<file path="src/design/sdvc_pkg.sv">
// Shared constants for the sorted distinct value counter.
`default_nettype none

package sdvc_pkg;

    // Default set size and stored value width.
    localparam int CAPACITY_DEF   = 16;
    localparam int VALUE_BITS_DEF = 10;

    // Fixed widths of the words on the ports.
    localparam int VALUE_W = 10;
    localparam int COUNT_W = 5;

    // Depth of the queue between the front and back parts.
    localparam int QUEUE_DEPTH = 2;

endpackage

`default_nettype wire

</file>
<file path="src/design/sdvc_front.sv">
// Front part: takes input words, trims the value and tags the word that ends a set.
`default_nettype none

module sdvc_front
    import sdvc_pkg::*;
#(
    parameter int CAPACITY   = CAPACITY_DEF,
    parameter int VALUE_BITS = VALUE_BITS_DEF
)
(
    input  wire logic                  clk,
    input  wire logic                  rst_n,
    input  wire logic                  in_valid,
    output logic                       in_stall,
    input  wire logic [VALUE_W-1:0]    value,
    input  wire logic                  last_item,
    input  wire logic                  queue_full,
    output logic                       push,
    output logic [VALUE_BITS-1:0]      push_value,
    output logic                       push_ends_set
);

    localparam int CW = $clog2(CAPACITY + 1);

    logic [CW-1:0] items_reg;
    logic [CW-1:0] items_next;

    // The input side waits only while the queue has no room.
    assign in_stall = queue_full;
    assign push     = in_valid && !queue_full;

    // Keep the low VALUE_BITS bits of the value, zero filling above the port width.
    genvar i;
    for (i = 0; i < VALUE_BITS; i++) begin : g_bit
        if (i < VALUE_W) begin : g_copy
            assign push_value[i] = value[i];
        end
        else begin : g_zero
            assign push_value[i] = 1'b0;
        end
    end

    // A set ends on a marked word or on the word that fills the capacity.
    assign push_ends_set = last_item || (items_reg == CW'(CAPACITY - 1));

    always_comb
    begin
        items_next = items_reg;
        if (push) begin
            if (push_ends_set) begin
                items_next = '0;
            end
            else begin
                items_next = items_reg + CW'(1);
            end
        end
    end

    always_ff @(posedge clk or negedge rst_n)
    begin
        if (!rst_n) begin
            items_reg <= '0;
        end
        else begin
            items_reg <= items_next;
        end
    end

endmodule

`default_nettype wire

</file>
<file path="src/design/sdvc_queue.sv">
// Short queue of classified words between the front and back parts.
`default_nettype none

module sdvc_queue
    import sdvc_pkg::*;
#(
    parameter int WIDTH = VALUE_BITS_DEF + 1
)
(
    input  wire logic             clk,
    input  wire logic             rst_n,
    input  wire logic             push,
    input  wire logic [WIDTH-1:0] push_data,
    output logic                  full,
    input  wire logic             pop,
    output logic [WIDTH-1:0]      pop_data,
    output logic                  not_empty
);

    localparam int PW = $clog2(QUEUE_DEPTH);
    localparam int NW = $clog2(QUEUE_DEPTH + 1);

    logic [WIDTH-1:0] slot_reg [QUEUE_DEPTH];
    logic [PW-1:0]    wr_ptr_reg;
    logic [PW-1:0]    wr_ptr_next;
    logic [PW-1:0]    rd_ptr_reg;
    logic [PW-1:0]    rd_ptr_next;
    logic [NW-1:0]    fill_reg;
    logic [NW-1:0]    fill_next;

    assign full      = (fill_reg == NW'(QUEUE_DEPTH));
    assign not_empty = (fill_reg != '0);
    assign pop_data  = slot_reg[rd_ptr_reg];

    // Pointer and fill count update.
    always_comb
    begin
        wr_ptr_next = wr_ptr_reg;
        rd_ptr_next = rd_ptr_reg;
        fill_next   = fill_reg;
        if (push) begin
            wr_ptr_next = (wr_ptr_reg == PW'(QUEUE_DEPTH - 1)) ? '0 : wr_ptr_reg + PW'(1);
        end
        if (pop) begin
            rd_ptr_next = (rd_ptr_reg == PW'(QUEUE_DEPTH - 1)) ? '0 : rd_ptr_reg + PW'(1);
        end
        if (push && !pop) begin
            fill_next = fill_reg + NW'(1);
        end
        else if (pop && !push) begin
            fill_next = fill_reg - NW'(1);
        end
    end

    always_ff @(posedge clk or negedge rst_n)
    begin
        if (!rst_n) begin
            wr_ptr_reg <= '0;
            rd_ptr_reg <= '0;
            fill_reg   <= '0;
        end
        else begin
            wr_ptr_reg <= wr_ptr_next;
            rd_ptr_reg <= rd_ptr_next;
            fill_reg   <= fill_next;
        end
    end

    // Slot storage needs no reset.
    always_ff @(posedge clk)
    begin
        if (push) begin
            slot_reg[wr_ptr_reg] <= push_data;
        end
    end

endmodule

`default_nettype wire

</file>
<file path="src/design/sdvc_back.sv">
// Back part: sorted cell chain that counts values, then shifts out the report.
`default_nettype none

module sdvc_back
    import sdvc_pkg::*;
#(
    parameter int CAPACITY   = CAPACITY_DEF,
    parameter int VALUE_BITS = VALUE_BITS_DEF
)
(
    input  wire logic                  clk,
    input  wire logic                  rst_n,
    input  wire logic                  q_not_empty,
    input  wire logic [VALUE_BITS-1:0] q_value,
    input  wire logic                  q_ends_set,
    output logic                       q_pop,
    output logic                       out_valid,
    input  wire logic                  out_stall,
    output logic [VALUE_W-1:0]         distinct_value,
    output logic [COUNT_W-1:0]         occurrences,
    output logic                       last_result
);

    localparam int CW = $clog2(CAPACITY + 1);

    localparam logic MODE_FILL   = 1'b0;
    localparam logic MODE_REPORT = 1'b1;

    logic                  mode_reg;
    logic                  mode_next;
    logic [CW-1:0]         total_reg;
    logic [CW-1:0]         total_next;
    logic [VALUE_BITS-1:0] val_reg  [CAPACITY];
    logic [VALUE_BITS-1:0] val_next [CAPACITY];
    logic [CW-1:0]         cnt_reg  [CAPACITY];
    logic [CW-1:0]         cnt_next [CAPACITY];
    logic [CAPACITY-1:0]   lt;
    logic [CAPACITY-1:0]   eq;
    logic                  hit;
    logic                  drain;

    logic                  out_valid_reg;
    logic [VALUE_BITS-1:0] out_val_reg;
    logic [CW-1:0]         out_cnt_reg;
    logic                  out_last_reg;

    // Words are taken from the queue only while a set is being filled.
    assign q_pop = (mode_reg == MODE_FILL) && q_not_empty;

    // The report moves one word forward whenever the output register is free.
    assign drain = (mode_reg == MODE_REPORT) && (!out_valid_reg || !out_stall);

    assign hit = |eq;

    // Per cell compare, insert and shift logic.
    genvar k;
    for (k = 0; k < CAPACITY; k++) begin : g_cell
        logic                  cell_live;
        logic                  prev_lt;
        logic [VALUE_BITS-1:0] prev_val;
        logic [CW-1:0]         prev_cnt;
        logic [VALUE_BITS-1:0] succ_val;
        logic [CW-1:0]         succ_cnt;

        assign cell_live = (CW'(k) < total_reg);
        assign lt[k]     = cell_live && (val_reg[k] < q_value);
        assign eq[k]     = cell_live && (val_reg[k] == q_value);

        if (k == 0) begin : g_head
            assign prev_lt  = 1'b1;
            assign prev_val = q_value;
            assign prev_cnt = CW'(1);
        end
        else begin : g_body
            assign prev_lt  = lt[k-1];
            assign prev_val = val_reg[k-1];
            assign prev_cnt = cnt_reg[k-1];
        end

        if (k == CAPACITY - 1) begin : g_tail
            assign succ_val = val_reg[k];
            assign succ_cnt = cnt_reg[k];
        end
        else begin : g_inner
            assign succ_val = val_reg[k+1];
            assign succ_cnt = cnt_reg[k+1];
        end

        always_comb
        begin
            val_next[k] = val_reg[k];
            cnt_next[k] = cnt_reg[k];
            if (q_pop) begin
                if (hit) begin
                    if (eq[k]) begin
                        cnt_next[k] = cnt_reg[k] + CW'(1);
                    end
                end
                else if (!lt[k]) begin
                    if (prev_lt) begin
                        val_next[k] = q_value;
                        cnt_next[k] = CW'(1);
                    end
                    else begin
                        val_next[k] = prev_val;
                        cnt_next[k] = prev_cnt;
                    end
                end
            end
            else if (drain) begin
                val_next[k] = succ_val;
                cnt_next[k] = succ_cnt;
            end
        end
    end

    // Mode and fill count of the chain.
    always_comb
    begin
        mode_next  = mode_reg;
        total_next = total_reg;
        unique case (mode_reg)
            MODE_FILL:
            begin
                if (q_pop) begin
                    if (!hit) begin
                        total_next = total_reg + CW'(1);
                    end
                    if (q_ends_set) begin
                        mode_next = MODE_REPORT;
                    end
                end
            end
            MODE_REPORT:
            begin
                if (drain) begin
                    total_next = total_reg - CW'(1);
                    if (total_reg == CW'(1)) begin
                        mode_next = MODE_FILL;
                    end
                end
            end
            default:
            begin
                mode_next = MODE_FILL;
            end
        endcase
    end

    always_ff @(posedge clk or negedge rst_n)
    begin
        if (!rst_n) begin
            mode_reg      <= MODE_FILL;
            total_reg     <= '0;
            out_valid_reg <= 1'b0;
        end
        else begin
            mode_reg  <= mode_next;
            total_reg <= total_next;
            if (drain) begin
                out_valid_reg <= 1'b1;
            end
            else if (!out_stall) begin
                out_valid_reg <= 1'b0;
            end
        end
    end

    // Cell contents and the output word carry no reset.
    always_ff @(posedge clk)
    begin
        for (int j = 0; j < CAPACITY; j++) begin
            val_reg[j] <= val_next[j];
            cnt_reg[j] <= cnt_next[j];
        end
        if (drain) begin
            out_val_reg  <= val_reg[0];
            out_cnt_reg  <= cnt_reg[0];
            out_last_reg <= (total_reg == CW'(1));
        end
    end

    // Fit the stored widths to the port widths.
    assign out_valid   = out_valid_reg;
    assign last_result = out_last_reg;

    genvar b;
    for (b = 0; b < VALUE_W; b++) begin : g_out_val
        if (b < VALUE_BITS) begin : g_copy
            assign distinct_value[b] = out_val_reg[b];
        end
        else begin : g_zero
            assign distinct_value[b] = 1'b0;
        end
    end

    for (b = 0; b < COUNT_W; b++) begin : g_out_cnt
        if (b < CW) begin : g_copy
            assign occurrences[b] = out_cnt_reg[b];
        end
        else begin : g_zero
            assign occurrences[b] = 1'b0;
        end
    end

    // The chain never holds more cells than the set size.
    assert property (@(posedge clk) disable iff (!rst_n)
        total_reg <= CW'(CAPACITY))
    else $error("cell chain overfilled");

    // A report is never empty.
    assert property (@(posedge clk) disable iff (!rst_n)
        (mode_reg == MODE_REPORT) |-> (total_reg != '0))
    else $error("report mode with an empty chain");

    // The word flagged as last empties the chain and reopens filling.
    assert property (@(posedge clk) disable iff (!rst_n)
        (drain && (total_reg == CW'(1))) |=> (mode_reg == MODE_FILL) && (total_reg == '0))
    else $error("chain not empty after final word");

    // The queue is never read while a report is under way.
    assert property (@(posedge clk) disable iff (!rst_n)
        q_pop |-> !drain)
    else $error("insert and report in the same cycle");

    // The two lowest cells stay in strictly ascending order.
    if (CAPACITY > 1) begin : g_order_check
        assert property (@(posedge clk) disable iff (!rst_n)
            (total_reg >= CW'(2)) |-> (val_reg[0] < val_reg[1]))
        else $error("cell chain out of order");
    end

endmodule

`default_nettype wire

</file>
<file path="src/design/sorted_distinct_value_counter_unit.sv">
// Top level of the sorted distinct value counter.
// A word that ends a set passes through the queue and the cell insert before its first result word is registered.
// Throughput: one input word per cycle while a set fills, as the cell chain takes a queued word while filling.
// The report then drains one result word per cycle while the output is not stalled, by shifting the cell chain down.
// Input words are taken into a two-word queue while the report drains, until the queue is full.
// Reset clears the fill count, the set counter, the queue and the output valid at once.
`default_nettype none

module sorted_distinct_value_counter_unit
    import sdvc_pkg::*;
#(
    parameter int CAPACITY   = CAPACITY_DEF,
    parameter int VALUE_BITS = VALUE_BITS_DEF
)
(
    input  wire logic               clk,
    input  wire logic               rst_n,
    input  wire logic               in_valid,
    output logic                    in_stall,
    input  wire logic [VALUE_W-1:0] value,
    input  wire logic               last_item,
    output logic                    out_valid,
    input  wire logic               out_stall,
    output logic [VALUE_W-1:0]      distinct_value,
    output logic [COUNT_W-1:0]      occurrences,
    output logic                    last_result
);

    logic                  queue_full;
    logic                  push;
    logic [VALUE_BITS-1:0] push_value;
    logic                  push_ends_set;
    logic                  pop;
    logic [VALUE_BITS:0]   pop_data;
    logic                  not_empty;

    // Input classification.
    sdvc_front #(
        .CAPACITY   (CAPACITY),
        .VALUE_BITS (VALUE_BITS)
    ) u_front (
        .clk           (clk),
        .rst_n         (rst_n),
        .in_valid      (in_valid),
        .in_stall      (in_stall),
        .value         (value),
        .last_item     (last_item),
        .queue_full    (queue_full),
        .push          (push),
        .push_value    (push_value),
        .push_ends_set (push_ends_set)
    );

    // Queue between the two parts.
    sdvc_queue #(
        .WIDTH (VALUE_BITS + 1)
    ) u_queue (
        .clk       (clk),
        .rst_n     (rst_n),
        .push      (push),
        .push_data ({push_ends_set, push_value}),
        .full      (queue_full),
        .pop       (pop),
        .pop_data  (pop_data),
        .not_empty (not_empty)
    );

    // Counting chain and report.
    sdvc_back #(
        .CAPACITY   (CAPACITY),
        .VALUE_BITS (VALUE_BITS)
    ) u_back (
        .clk            (clk),
        .rst_n          (rst_n),
        .q_not_empty    (not_empty),
        .q_value        (pop_data[VALUE_BITS-1:0]),
        .q_ends_set     (pop_data[VALUE_BITS]),
        .q_pop          (pop),
        .out_valid      (out_valid),
        .out_stall      (out_stall),
        .distinct_value (distinct_value),
        .occurrences    (occurrences),
        .last_result    (last_result)
    );

endmodule

`default_nettype wire

</file>
<file path="config.mk">
export PLATFORM = sky130hd
export DESIGN_NAME = sorted_distinct_value_counter_unit
export DESIGN_NICKNAME = d
export VERILOG_FILES = /design/src/design/sdvc_pkg.sv /design/src/design/sdvc_front.sv /design/src/design/sdvc_queue.sv /design/src/design/sdvc_back.sv /design/src/design/sorted_distinct_value_counter_unit.sv
export SDC_FILE = /design/constraint.sdc
export NUM_CORES = 1
export LEC_CHECK = 0
export ABC_AREA = 1
export BUFFER_PORTS_ARGS = -buffer_cell sky130_fd_sc_hd__buf_2
export CAP_MARGIN = 30
export CORE_ASPECT_RATIO = 1.25
export CORE_MARGIN = 4
export CORE_UTILIZATION = 45
export DETAILED_ROUTE_END_ITERATION = 12
export GPL_TIMING_DRIVEN = 0
export PLACE_DENSITY = 0.7
export REMOVE_ABC_BUFFERS = 1
export SLEW_MARGIN = 20
export SYNTH_ARGS = -nofsm -noshare
export SYNTH_HDL_FRONTEND = slang
export SYNTH_SLANG_ARGS = --single-unit
</file>
<file path="constraint.sdc">
create_clock -name clk -period 5.2 [get_ports clk]
set_clock_uncertainty 0.2 [all_clocks]
set_input_delay 0.52 -clock clk [delete_from_list [all_inputs] [get_ports clk]]
set_output_delay 0.52 -clock clk [all_outputs]
set_load 0.01 [all_outputs]
</file>
==> results of run 1 <==
-- worst register-to-register path, stage by stage (launching register included) --
cell        delay [ns]
dfrtp_2           0.51
buf_8             0.23
inv_1             0.08
or2_2             0.31
o21ai_4           0.20
clkinvlp_4        0.22
buf_4             0.23
ha_1              0.29
nand2_1           0.06
inv_1             0.04
nand4_1           0.29
nand3_1           0.32
nor2_4            0.35
nand2_8           0.27
buf_12            0.28
nor2_4            0.14
buf_4             0.18
nand2_1           0.06
nand2_1           0.33
-- synthesized netlist by cell type (15+ instances only) --
cell type | instances | area (sq um)
ha_1 | 182 | 2280
xnor2_1 | 15 | 131
buf_2 | 16 | 80.1
edfxtp_1 | 278 | 8350
nand2_1 | 566 | 2120
o211ai_1 | 30 | 225
dfrtp_1 | 16 | 400
o21ai_0 | 177 | 886
xor2_1 | 42 | 368
a21oi_1 | 168 | 841
clkbuf_1 | 88 | 330
nand3_1 | 189 | 946
or2_2 | 18 | 113
inv_1 | 160 | 601
nor2_1 | 376 | 1410
-- worst paths after layout --
path,start,endpoint,slack (ns),depth (start not counted)
max,u_queue.rd_ptr_reg,u_back.val_reg[1][28],0.23,18
min,out_stall,u_back.out_valid,0.05,3
max reg2reg,u_queue.rd_ptr_reg,u_back.val_reg[1][28],0.23,18
min reg2reg,u_back.val_reg[0][0],u_back.distinct_value[0],0.26,0
max in group asynchronous,rst_n,u_queue.rd_ptr_reg,4.23,2
min in group asynchronous,rst_n,u_queue.fill_reg[1],0.26,2
-- logic make-up after synthesis --
family	count (synthesis)	share of synthesized area (%)
and+or+nand+nor	1182	24.4
AOI/OAI and AO/OA	409	11.1
xor gates and xnor gates	57	2.52
DFF	294	44.2
buffers and inverters	284	5.76
adders and majority gates	182	11.5
muxes	10	0.506
-- metal layers --
layer	vias to the layer above	global-route usage, %	share of wire, %
met3	107	2.43	6.0
li1	8244	-	-
met2	535	36.6	50
met5	-	0	0
met4	0	8.18	3.6
met1	7711	25.9	40
-- final cells by class --
type | count | area (sq um) | share of cell area (%)
clock buffers | 43 | 958 | 4.27
clock inverters | 20 | 118 | 0.525
inverters | 162 | 617 | 2.75
multi-input cells | 1844 | 10200 | 45.5
flip-flops and latches | 294 | 8750 | 39.0
well taps | 565 | 707 | 3.15
repair buffers | 91 | 1070 | 4.77
repair inverters | 1 | 7.51 | 0.0335
-- through the flow --
step | hold slack [ns] | setup slack, ns | cells | setup TNS, ns | instance area, sq um
finish | 0.0516 | 0.225 | 3020 | 0 | 22400
global route | 0.0727 | 0.0188 | 3020 | 0 | 22400
CTS | 0.0450 | -0.108 | 3011 | -4.88 | 22200
detailed placement | 0.245 | -1.96 | 2920 | -462.31 | 20900
global placement | 0.230 | -18.96 | 2893 | -7130.72 | 20100
floorplan | 0.0244 | -8.57 | 2296 | -3137.15 | 19200
-- timing repair --
item	in CTS	in global routing
pin swaps	3	3
setup endpoints to repair	325	258
hold buffers	11	0
gates resized for setup	9	21
cloned	4	1
hold endpoints to repair	36	0
setup buffers	13	0
==> key figures, run 1 <==
Synth
  – FF+latch count, synth: 294
  – Mean Syn Cell Area: 8.18 sq um
  – Register area share after synthesis: 44.2%
  – Post-synth EDFFs: 278
  – Async SR Flop Fraction: 5.44%
  – Yosys cell types: 39
  – Yosys warns: 0
  – Main synth FF type: edfxtp_1
  – Post-Syn Area: 19800 sq um
  – Post-Synthesis Cells: 2418

Place
  – Port-buffer cells: 32
  – GPL Wtd Cong: 0.885
  – DP Wirelength: 35.6 mm

STA
  – Final Max Tran Viols: 0
  – Max Fclk: 0.201 GHz
  – Period Utilization, post-route: 95.7%
  – Worst Tran Pin Value: 1.10 ns
  – Hold Fails Final Rpt: 0
  – Normalized max-slew margin: 26.7%
  – Minimum clock period: 4.97 ns
  – Final setup violation count: 0
  – RSZ-0062 raised after global routing: no

Cells and area
  – Most frequent cells in the layout: nand2_1, nor2_1, edfxtp_1
  – Layout cells sized above 1: 8.11%
  – Max reg flops: 160
  – Antenna Diode Count: 0
  – Fin util: 51.8%
  – Synth-to-Final Area Change: 13.4%
  – Fin nets: 2627
  – Most common cell after layout, fill and taps aside: nand2_1
  – FILL cells: 3911

Floorplan
  – Row count: 85
  – Starting Density: 45.7%
  – Die width: 196 microns
  – Core area: 43300 sq um
  – IO Count: 33
  – Die H: 242 microns
  – DIE AREA: 47400 sq um

GRT
  – Pin count of the biggest net entering global routing: 78
  – Total gr overflow: 0
  – Initial antenna violation count: 1
  – Vias in the first global route: 16300
  – GRT Util Overall: 20.8%
  – First-pass GRT wire length: 82.2 mm

Job
  – Max-cap viol count: 0

Detailed routing
  – Initial DRC count: 1571
  – Total wire length: 51.3 mm
  – Pre-antenna DRT Iters: 6
  – DRC violations left: 0
  – Drt via density: 5.50
  – Post-DRT Antenna Nets: 0
  – Vias after detailed routing: 16600
  – Per-cell routed wire length: 17.0 microns

Setup path
  – Most frequent CP cell: nand2_1
  – CP startpoint kind: register
  – WP buf/inv: 7
  – Crit-path max FO: 47
  – Top Family by Delay on Critical Path: simple AND/OR/NAND/NOR gates
  – CP Class: reg2reg
  – Critical Path RT: 5.15 ns
  – Worst path cell trace: buf_8 > inv_1 > or2_2 > o21ai_4 > clkinvlp_4 > buf_4 > ha_1 > nand2_1 > inv_1 > nand4_1 > nand3_1 > nor2_4 > nand2_8 > buf_12 > nor2_4 > buf_4 > nand2_1 > nand2_1
  – Critical path arrival: 4.93 ns
  – Critical Path Sink Type: register
  – Slowest-stage cell, CP: dfrtp_2
  – CP max stage delay: 0.51 ns

Clock tree
  – CTS buffer count: 36
  – Clock Tree Buf Depth: 3
  – Clock Pin Slew Worst Setup and Hold Paths: 0.06 ns
  – CTS tree: done
  – Max H-tree Level: 2
  – Clock sink count: 294
  – Root buf cell: clkbuf_16
  – Clk_lat worst skew: 0.52 ns

Status
  – Status: finished clean

Min path
  – Worst min path class: in2reg
Power of run 1 is left out: the tool's default activity adds up to more than one toggle a clock period on the data nets, which glitch-free logic cannot reach.
==> run 2, diff against run 1 <==
==> constraint.sdc (replaced) <==
create_clock -name clk -period 5.2 [get_ports clk]
set_clock_uncertainty 0.2 [all_clocks]
set_input_delay 0.26 -clock clk [delete_from_list [all_inputs] [get_ports clk]]
set_output_delay 0.26 -clock clk [all_outputs]
set_load 0.01 [all_outputs]
==> key figures, run 2 (same netlist as run 1, synthesis figures left out) <==
Status
  – Status: finished clean (unchanged)

GRT
  – Total gr overflow: 0 (unchanged)
  – GRT Util Overall: 20.8% (about the same)
  – Vias in the first global route: 16300 (about the same)
  – Initial antenna violation count: 1 (unchanged)
  – First-pass GRT wire length: 82.4 mm (was 82.2 mm)
  – Pin count of the biggest net entering global routing: 78 (unchanged)

Clock tree
  – Root buf cell: clkbuf_16 (unchanged)
  – Clk_lat worst skew: 0.52 ns (about the same)
  – Max H-tree Level: 2 (unchanged)
  – Clock Pin Slew Worst Setup and Hold Paths: 0.06 ns (about the same)
  – Clock sink count: 294 (unchanged)
  – Clock Tree Buf Depth: 3 (unchanged)
  – CTS tree: done (unchanged)
  – CTS buffer count: 36 (unchanged)

STA
  – Worst Tran Pin Value: 1.11 ns (was 1.10 ns)
  – Final Max Tran Viols: 0 (unchanged)
  – Normalized max-slew margin: 26.0% (was 26.7%)
  – Period Utilization, post-route: 95.5% (was 95.7%)
  – TNS Setup: 0 ns (unchanged)
  – Hold Fails Final Rpt: 0 (unchanged)
  – Max Fclk: 0.201 GHz (about the same)
  – Final setup violation count: 0 (unchanged)
  – Minimum clock period: 4.97 ns (about the same)
  – Final worst setup slack: 0.233 ns (was 0.225 ns)
  – RSZ-0062 raised after global routing: no (unchanged)

Setup path
  – Critical Path RT: 5.15 ns (about the same)
  – CP max stage delay: 0.51 ns (about the same)
  – Most frequent CP cell: nand2_1 (unchanged)
  – CP startpoint kind: register (unchanged)
  – Slowest-stage cell, CP: dfrtp_2 (unchanged)
  – Critical path arrival: 4.92 ns (was 4.93 ns)
  – Top Family by Delay on Critical Path: simple AND/OR/NAND/NOR gates (unchanged)
  – Worst reg2reg path depth: 18 (unchanged)
  – Critical path depth: 18 (unchanged)
  – CP Class: reg2reg (unchanged)
  – Critical Path Sink Type: register (unchanged)
  – Worst path cell trace: buf_8 > inv_1 > or2_2 > o21ai_4 > clkinvlp_4 > buf_4 > ha_1 > nand2_1 > inv_1 > nand4_1 > nand3_1 > nor2_4 > nand2_8 > buf_12 > nor2_4 > buf_4 > nand2_1 > nand2_1 (unchanged)
  – Crit-path max FO: 47 (unchanged)
  – WP buf/inv: 7 (unchanged)

Place
  – GPL Wtd Cong: 0.885 (unchanged)
  – Port-buffer cells: 32 (unchanged)
  – Post-placement setup slack: -1.96 ns (unchanged)
  – Dpl cells: 2920 (unchanged)
  – DP Wirelength: 35.6 mm (unchanged)

Floorplan
  – Core area: 43300 sq um (unchanged)
  – IO Count: 33 (unchanged)
  – Starting Density: 45.7% (unchanged)
  – DIE AREA: 47400 sq um (unchanged)
  – Die H: 242 microns (unchanged)
  – Row count: 85 (unchanged)
  – Die width: 196 microns (unchanged)

Detailed routing
  – Initial DRC count: 1397 (was 1571)
  – DRC violations left: 0 (unchanged)
  – Total wire length: 51.4 mm (was 51.3 mm)
  – Pre-antenna DRT Iters: 6 (unchanged)
  – Post-DRT Antenna Nets: 0 (unchanged)
  – Drt via density: 5.49 (was 5.50)
  – Vias after detailed routing: 16600 (about the same)
  – Per-cell routed wire length: 17.0 microns (about the same)

Min path
  – Hold Path Stages: 4 (was 3)
  – Worst min path class: in2reg (unchanged)

Cells and area
  – Layout cells sized above 1: 8.09% (was 8.11%)
  – Antenna Diode Count: 0 (unchanged)
  – Fin util: 51.9% (was 51.8%)
  – Synth-to-Final Area Change: 13.6% (was 13.4%)
  – Fin nets: 2631 (was 2627)
  – Max reg flops: 160 (unchanged)
  – Most frequent cells in the layout: nand2_1, nor2_1, edfxtp_1 (unchanged)
  – Most common cell after layout, fill and taps aside: nand2_1 (unchanged)
  – Fin cells: 3024 (was 3020)

Job
  – Max-cap viol count: 0 (unchanged)
-- run 2: worst register-to-register path, stage by stage, from the launching register on --
cell	delay, ns
dfrtp_2	0.51
buf_8	0.23
inv_1	0.08
or2_2	0.31
o21ai_4	0.20
clkinvlp_4	0.21
buf_4	0.23
ha_1	0.30
nand2_1	0.06
inv_1	0.04
nand4_1	0.28
nand3_1	0.31
nor2_4	0.35
nand2_8	0.27
buf_12	0.29
nor2_4	0.14
buf_4	0.18
nand2_1	0.06
nand2_1	0.34
-- run 2: path summary, 6_finish.rpt --
kind,from,slack (ns),end
worst max-delay path,u_queue.rd_ptr_reg,0.23,u_back.val_reg[1][27]
max in group asynchronous,rst_n,3.29,u_front.items_reg[3]
worst min-delay path,in_valid,0.02,u_front.items_reg[1]
worst max register to register,u_queue.rd_ptr_reg,0.23,u_back.val_reg[1][27]
min in group asynchronous,rst_n,0.50,u_back.total_reg[2]
worst min register to register,u_back.val_reg[0][0],0.26,u_back.distinct_value[0]
-- run 2: metal layers --
layer	wire length (microns)	track usage (%)	share of wire, %
met5	0	0	0
met4	1790	8.18	3.5
met3	2970	2.43	5.8
met2	25800	36.6	50
met1	20800	26.0	40
-- run 2: layout make-up --
type / instances / area (sq um)
fillers: 3907 / 20800
clock inverters: 20 / 118
repair buffers: 95 / 1110
repair inverters: 1 / 7.51
clock buffers: 43 / 958
flip-flops and latches: 294 / 8750
well taps: 565 / 707
inverters: 162 / 617
multi-input cells: 1844 / 10200
-- run 2: through the flow --
| stage | hold slack (ns) | area [sq um] |
|---|---|---|
| floorplan | -0.236 | 19200 |
| global placement | -0.00138 | 20100 |
| detailed placement | 0.00588 | 20900 |
| CTS | 0.0101 | 22300 |
| global route | 0.0605 | 22500 |
| finish | 0.0209 | 22500 |
-- run 2: repair_timing --
action / CTS / global route
endpoints found under the hold margin: 44 / 0
endpoints found under the setup margin: 325 / 258
pin swaps: 3 / 3
hold buffers: 15 / 0
gates resized for setup: 9 / 21
buffers inserted: 13 / 0
cloned: 4 / 1
Power of run 2 is left out for the same reason.
==> run 3, diff against run 2 <==
--- a/config.mk
+++ b/config.mk
@@ -5,7 +5,6 @@
 export SDC_FILE = /design/constraint.sdc
 export NUM_CORES = 1
 export LEC_CHECK = 0
-export ABC_AREA = 1
 export BUFFER_PORTS_ARGS = -buffer_cell sky130_fd_sc_hd__buf_2
 export CAP_MARGIN = 30
 export CORE_ASPECT_RATIO = 1.25
==> key figures, run 3 <==
Status
  – Status: finished, violations left (was finished clean)
  – Failing checks: negative setup slack

Detailed routing
  – Vias after detailed routing: 14300 (was 16600)
  – Total wire length: 49.4 mm (was 51.4 mm)
  – Per-cell routed wire length: 20.8 microns (was 17.0 microns)
  – Initial DRC count: 1251 (was 1397)
  – Pre-antenna DRT Iters: 5 (was 6)
  – DRC violations left: 0 (unchanged)
  – Post-DRT Antenna Nets: 0 (unchanged)
  – Drt via density: 6.03 (was 5.49)

STA
  – Final setup violation count: 45 (was 0)
  – Final Max Tran Viols: 0 (unchanged)
  – Period Utilization, post-route: 101% (was 95.5%)
  – RSZ-0062 raised after global routing: yes (was no)
  – Max Fclk: 0.190 GHz (was 0.201 GHz)
  – Worst Tran Pin Value: 0.957 ns (was 1.11 ns)
  – Minimum clock period: 5.26 ns (was 4.97 ns)
  – Normalized max-slew margin: 36.1% (was 26.0%)
  – Hold Fails Final Rpt: 0 (unchanged)
  – Final worst setup slack: -0.0600 ns (was 0.233 ns)

Cells and area
  – Max reg flops: 160 (unchanged)
  – Layout cells sized above 1: 10.0% (was 8.09%)
  – Antenna Diode Count: 0 (unchanged)
  – Most frequent cells in the layout: edfxtp_1, nand2_1, o21ai_0 (was nand2_1, nor2_1, edfxtp_1)
  – FILL cells: 3570 (was 3907)
  – Most common cell after layout, fill and taps aside: edfxtp_1 (was nand2_1)
  – Fin nets: 1998 (was 2631)
  – Post-route cell area: 21000 sq um (was 22500 sq um)
  – FF/Latch Area: 8750 sq um (unchanged)
  – Area occupied by multi-input gates: 9390 sq um (was 10200 sq um)
  – Synth-to-Final Area Change: 12.6% (was 13.6%)

Job
  – Max-cap viol count: 0 (unchanged)

Setup path
  – Critical path arrival: 5.27 ns (was 4.92 ns)
  – Worst reg2reg path endpoint: u_back.val_reg[0][38] (was u_back.val_reg[1][27])
  – Crit-path max FO: 14 (was 47)
  – CP Class: reg2reg (unchanged)
  – Critical Path Sink Type: register (unchanged)
  – RR Startpoint: u_queue.rd_ptr_reg (unchanged)
  – CP startpoint kind: register (unchanged)
  – Reg2reg setup slack: -0.06 ns (was 0.23 ns)
  – Worst reg2reg path depth: 11 (was 18)
  – Crit path from: u_queue.rd_ptr_reg (unchanged)
  – Critical Path RT: 5.21 ns (was 5.15 ns)

Synth
  – Commonest cells post-synth: edfxtp_1, nand2_1, o21ai_0, ha_1, mux2i_1 (was nand2_1, nor2_1, edfxtp_1, nand3_1, ha_1)
  – Post-Syn Area: 18700 sq um (was 19800 sq um)
  – Yosys warns: 0 (unchanged)
  – Async SR Flop Fraction: 5.44% (unchanged)
  – Register area share after synthesis: 46.9% (was 44.2%)
  – Top cell type's share of synthesized area: 44.8% (was 42.2%)
  – Post-synth EDFFs: 278 (unchanged)
  – FF+latch count, synth: 294 (unchanged)
  – Top-count cell post-synth: edfxtp_1 (was nand2_1)
  – Ranking of synthesized cells by area: edfxtp_1, ha_1, mux2i_1 (was edfxtp_1, ha_1, nand2_1)
  – Mean Syn Cell Area: 10.5 sq um (was 8.18 sq um)
  – Post-Synthesis Cells: 1775 (was 2418)
  – Main synth FF type: edfxtp_1 (unchanged)
  – Yosys cell types: 57 (was 39)
  – Yosys top cell by area: edfxtp_1 (unchanged)

Floorplan
  – Row count: 83 (was 85)
  – Core area: 41000 sq um (was 43300 sq um)
  – DIE AREA: 44800 sq um (was 47400 sq um)
  – Die H: 236 microns (was 242 microns)
  – IO Count: 33 (unchanged)
  – Starting Density: 45.5% (was 45.7%)
  – Die width: 190 microns (was 196 microns)

Min path
  – Worst min path class: in2reg (unchanged)
  – Sink of the worst hold path: u_queue.slot_reg[0][4] (was u_front.items_reg[1])
  – Hold Crit Start: value[4] (was in_valid)
  – Hold Path Stages: 2 (was 4)

GRT
  – First-pass GRT wire length: 77.5 mm (was 82.4 mm)
  – Pin count of the biggest net entering global routing: 140 (was 78)
  – Total gr overflow: 0 (unchanged)
  – Initial antenna violation count: 0 (was 1)
  – GRT Util Overall: 21.3% (was 20.8%)
  – Vias in the first global route: 14300 (was 16300)

Clock tree
  – CTS tree: done (unchanged)
  – Max H-tree Level: 1 (was 2)
  – Root buf cell: clkbuf_16 (unchanged)
  – Clock Pin Slew Worst Setup and Hold Paths: 0.06 ns (about the same)
  – Clock Tree Buf Depth: 3 (unchanged)
  – CTS buffer count: 31 (was 36)
  – Clk_lat worst skew: 0.59 ns (was 0.52 ns)
  – Clock sink count: 294 (unchanged)

Place
  – GPL Wtd Cong: 0.881 (was 0.885)
  – Post-placement setup slack: -1.01 ns (was -1.96 ns)
  – Port-buffer cells: 32 (unchanged)
  – Area of placed instances: 19400 sq um (was 20900 sq um)
  – DP Wirelength: 34.5 mm (was 35.6 mm)
[run 3: changes by cell type in the layout (fill, tap and decap cells not counted), moves of 25 or more]
cell	delta
a21o_1	+26
a21oi_1	-115
a221o_1	+35
inv_1	-106
mux2i_1	+128
nand2_1	-340
nand3_1	-147
nor2_1	-290
o211ai_1	-25
[run 3: kinds of logic (layout without fill, tap and decap cells)]
| kind of cell | after synthesis | in the layout | share of synthesized area (%) |
|---|---|---|---|
| AOI/OAI and AO/OA | 427 | 427 | 14.4 |
| xor gates and xnor gates | 57 | 57 | 2.68 |
| adders and majority gates | 182 | 182 | 12.2 |
| buffers and inverters | 167 | 216 | 3.43 |
| DFF | 294 | 294 | 46.9 |
| muxes | 139 | 139 | 7.53 |
| and+or+nand+nor | 509 | 510 | 12.8 |
[run 3: worst max-delay path by stage]
stage | to | slack [ns] | depth (start not counted)
floorplan | u_back.val_reg[0][0] | -5.34 | 5
global placement | u_back.val_reg[1][13] | -11.54 | 5
detailed placement | u_back.val_reg[1][34] | -1.01 | 11
CTS | u_back.val_reg[0][23] | 0.002 | 12
global route | u_back.val_reg[0][18] | -0.13 | 11
finish | u_back.val_reg[0][38] | -0.06 | 11
[run 3: per-layer routing]
metal	up-vias	global-route usage [%]	wire, microns
li1	6724	-	-
met1	6967	28.3	21100
met2	518	35.5	23800
met3	127	2.45	2480
met4	0	8.46	2000
met5	-	0	0
[run 3: area by class of cell]
type / instances / area share (%)
sequential: 294 / 41.7
timing repair inverter: 1 / 0.0357
inverter: 62 / 1.30
timing repair buffer: 96 / 3.98
tap: 552 / 3.29
multi-input combinational: 1315 / 44.7
clock buffer: 35 / 3.77
clock inverter: 22 / 1.25
[run 3: through the flow]
stage	hold WS, ns	TNS (ns)	utilization [%]	cells
after global routing	0.186	-5.16	51.2	2377
final	0.199	-1.20	51.2	2377
after CTS	0.169	0	50.9	2371
after floorplan	-0.236	-1998.10	-	1670
after detailed placement	0.0209	-176.62	47.3	2275
after global placement	0.0196	-4623.34	46.5	2254
[run 3: repair_timing]
item,in CTS,in global routing
pin swaps,0,0
hold buffers,15,0
endpoints found under the hold margin,46,0
setup endpoints to repair,292,123
cloned,1,1
setup buffers,23,2
resized for setup,28,9
[run 3: critical path, stage by stage (launching register included)]
cell	delay [ns]
dfrtp_2	0.55
mux2_4	0.41
clkinvlp_4	0.36
buf_8	0.27
ha_1	0.30
nand4_1	0.14
a2111oi_0	0.11
buf_1	0.21
nor3_1	0.39
nand4_1	0.35
or4_2	0.94
o21ai_2	0.61
Power of run 3 is left out for the same reason.
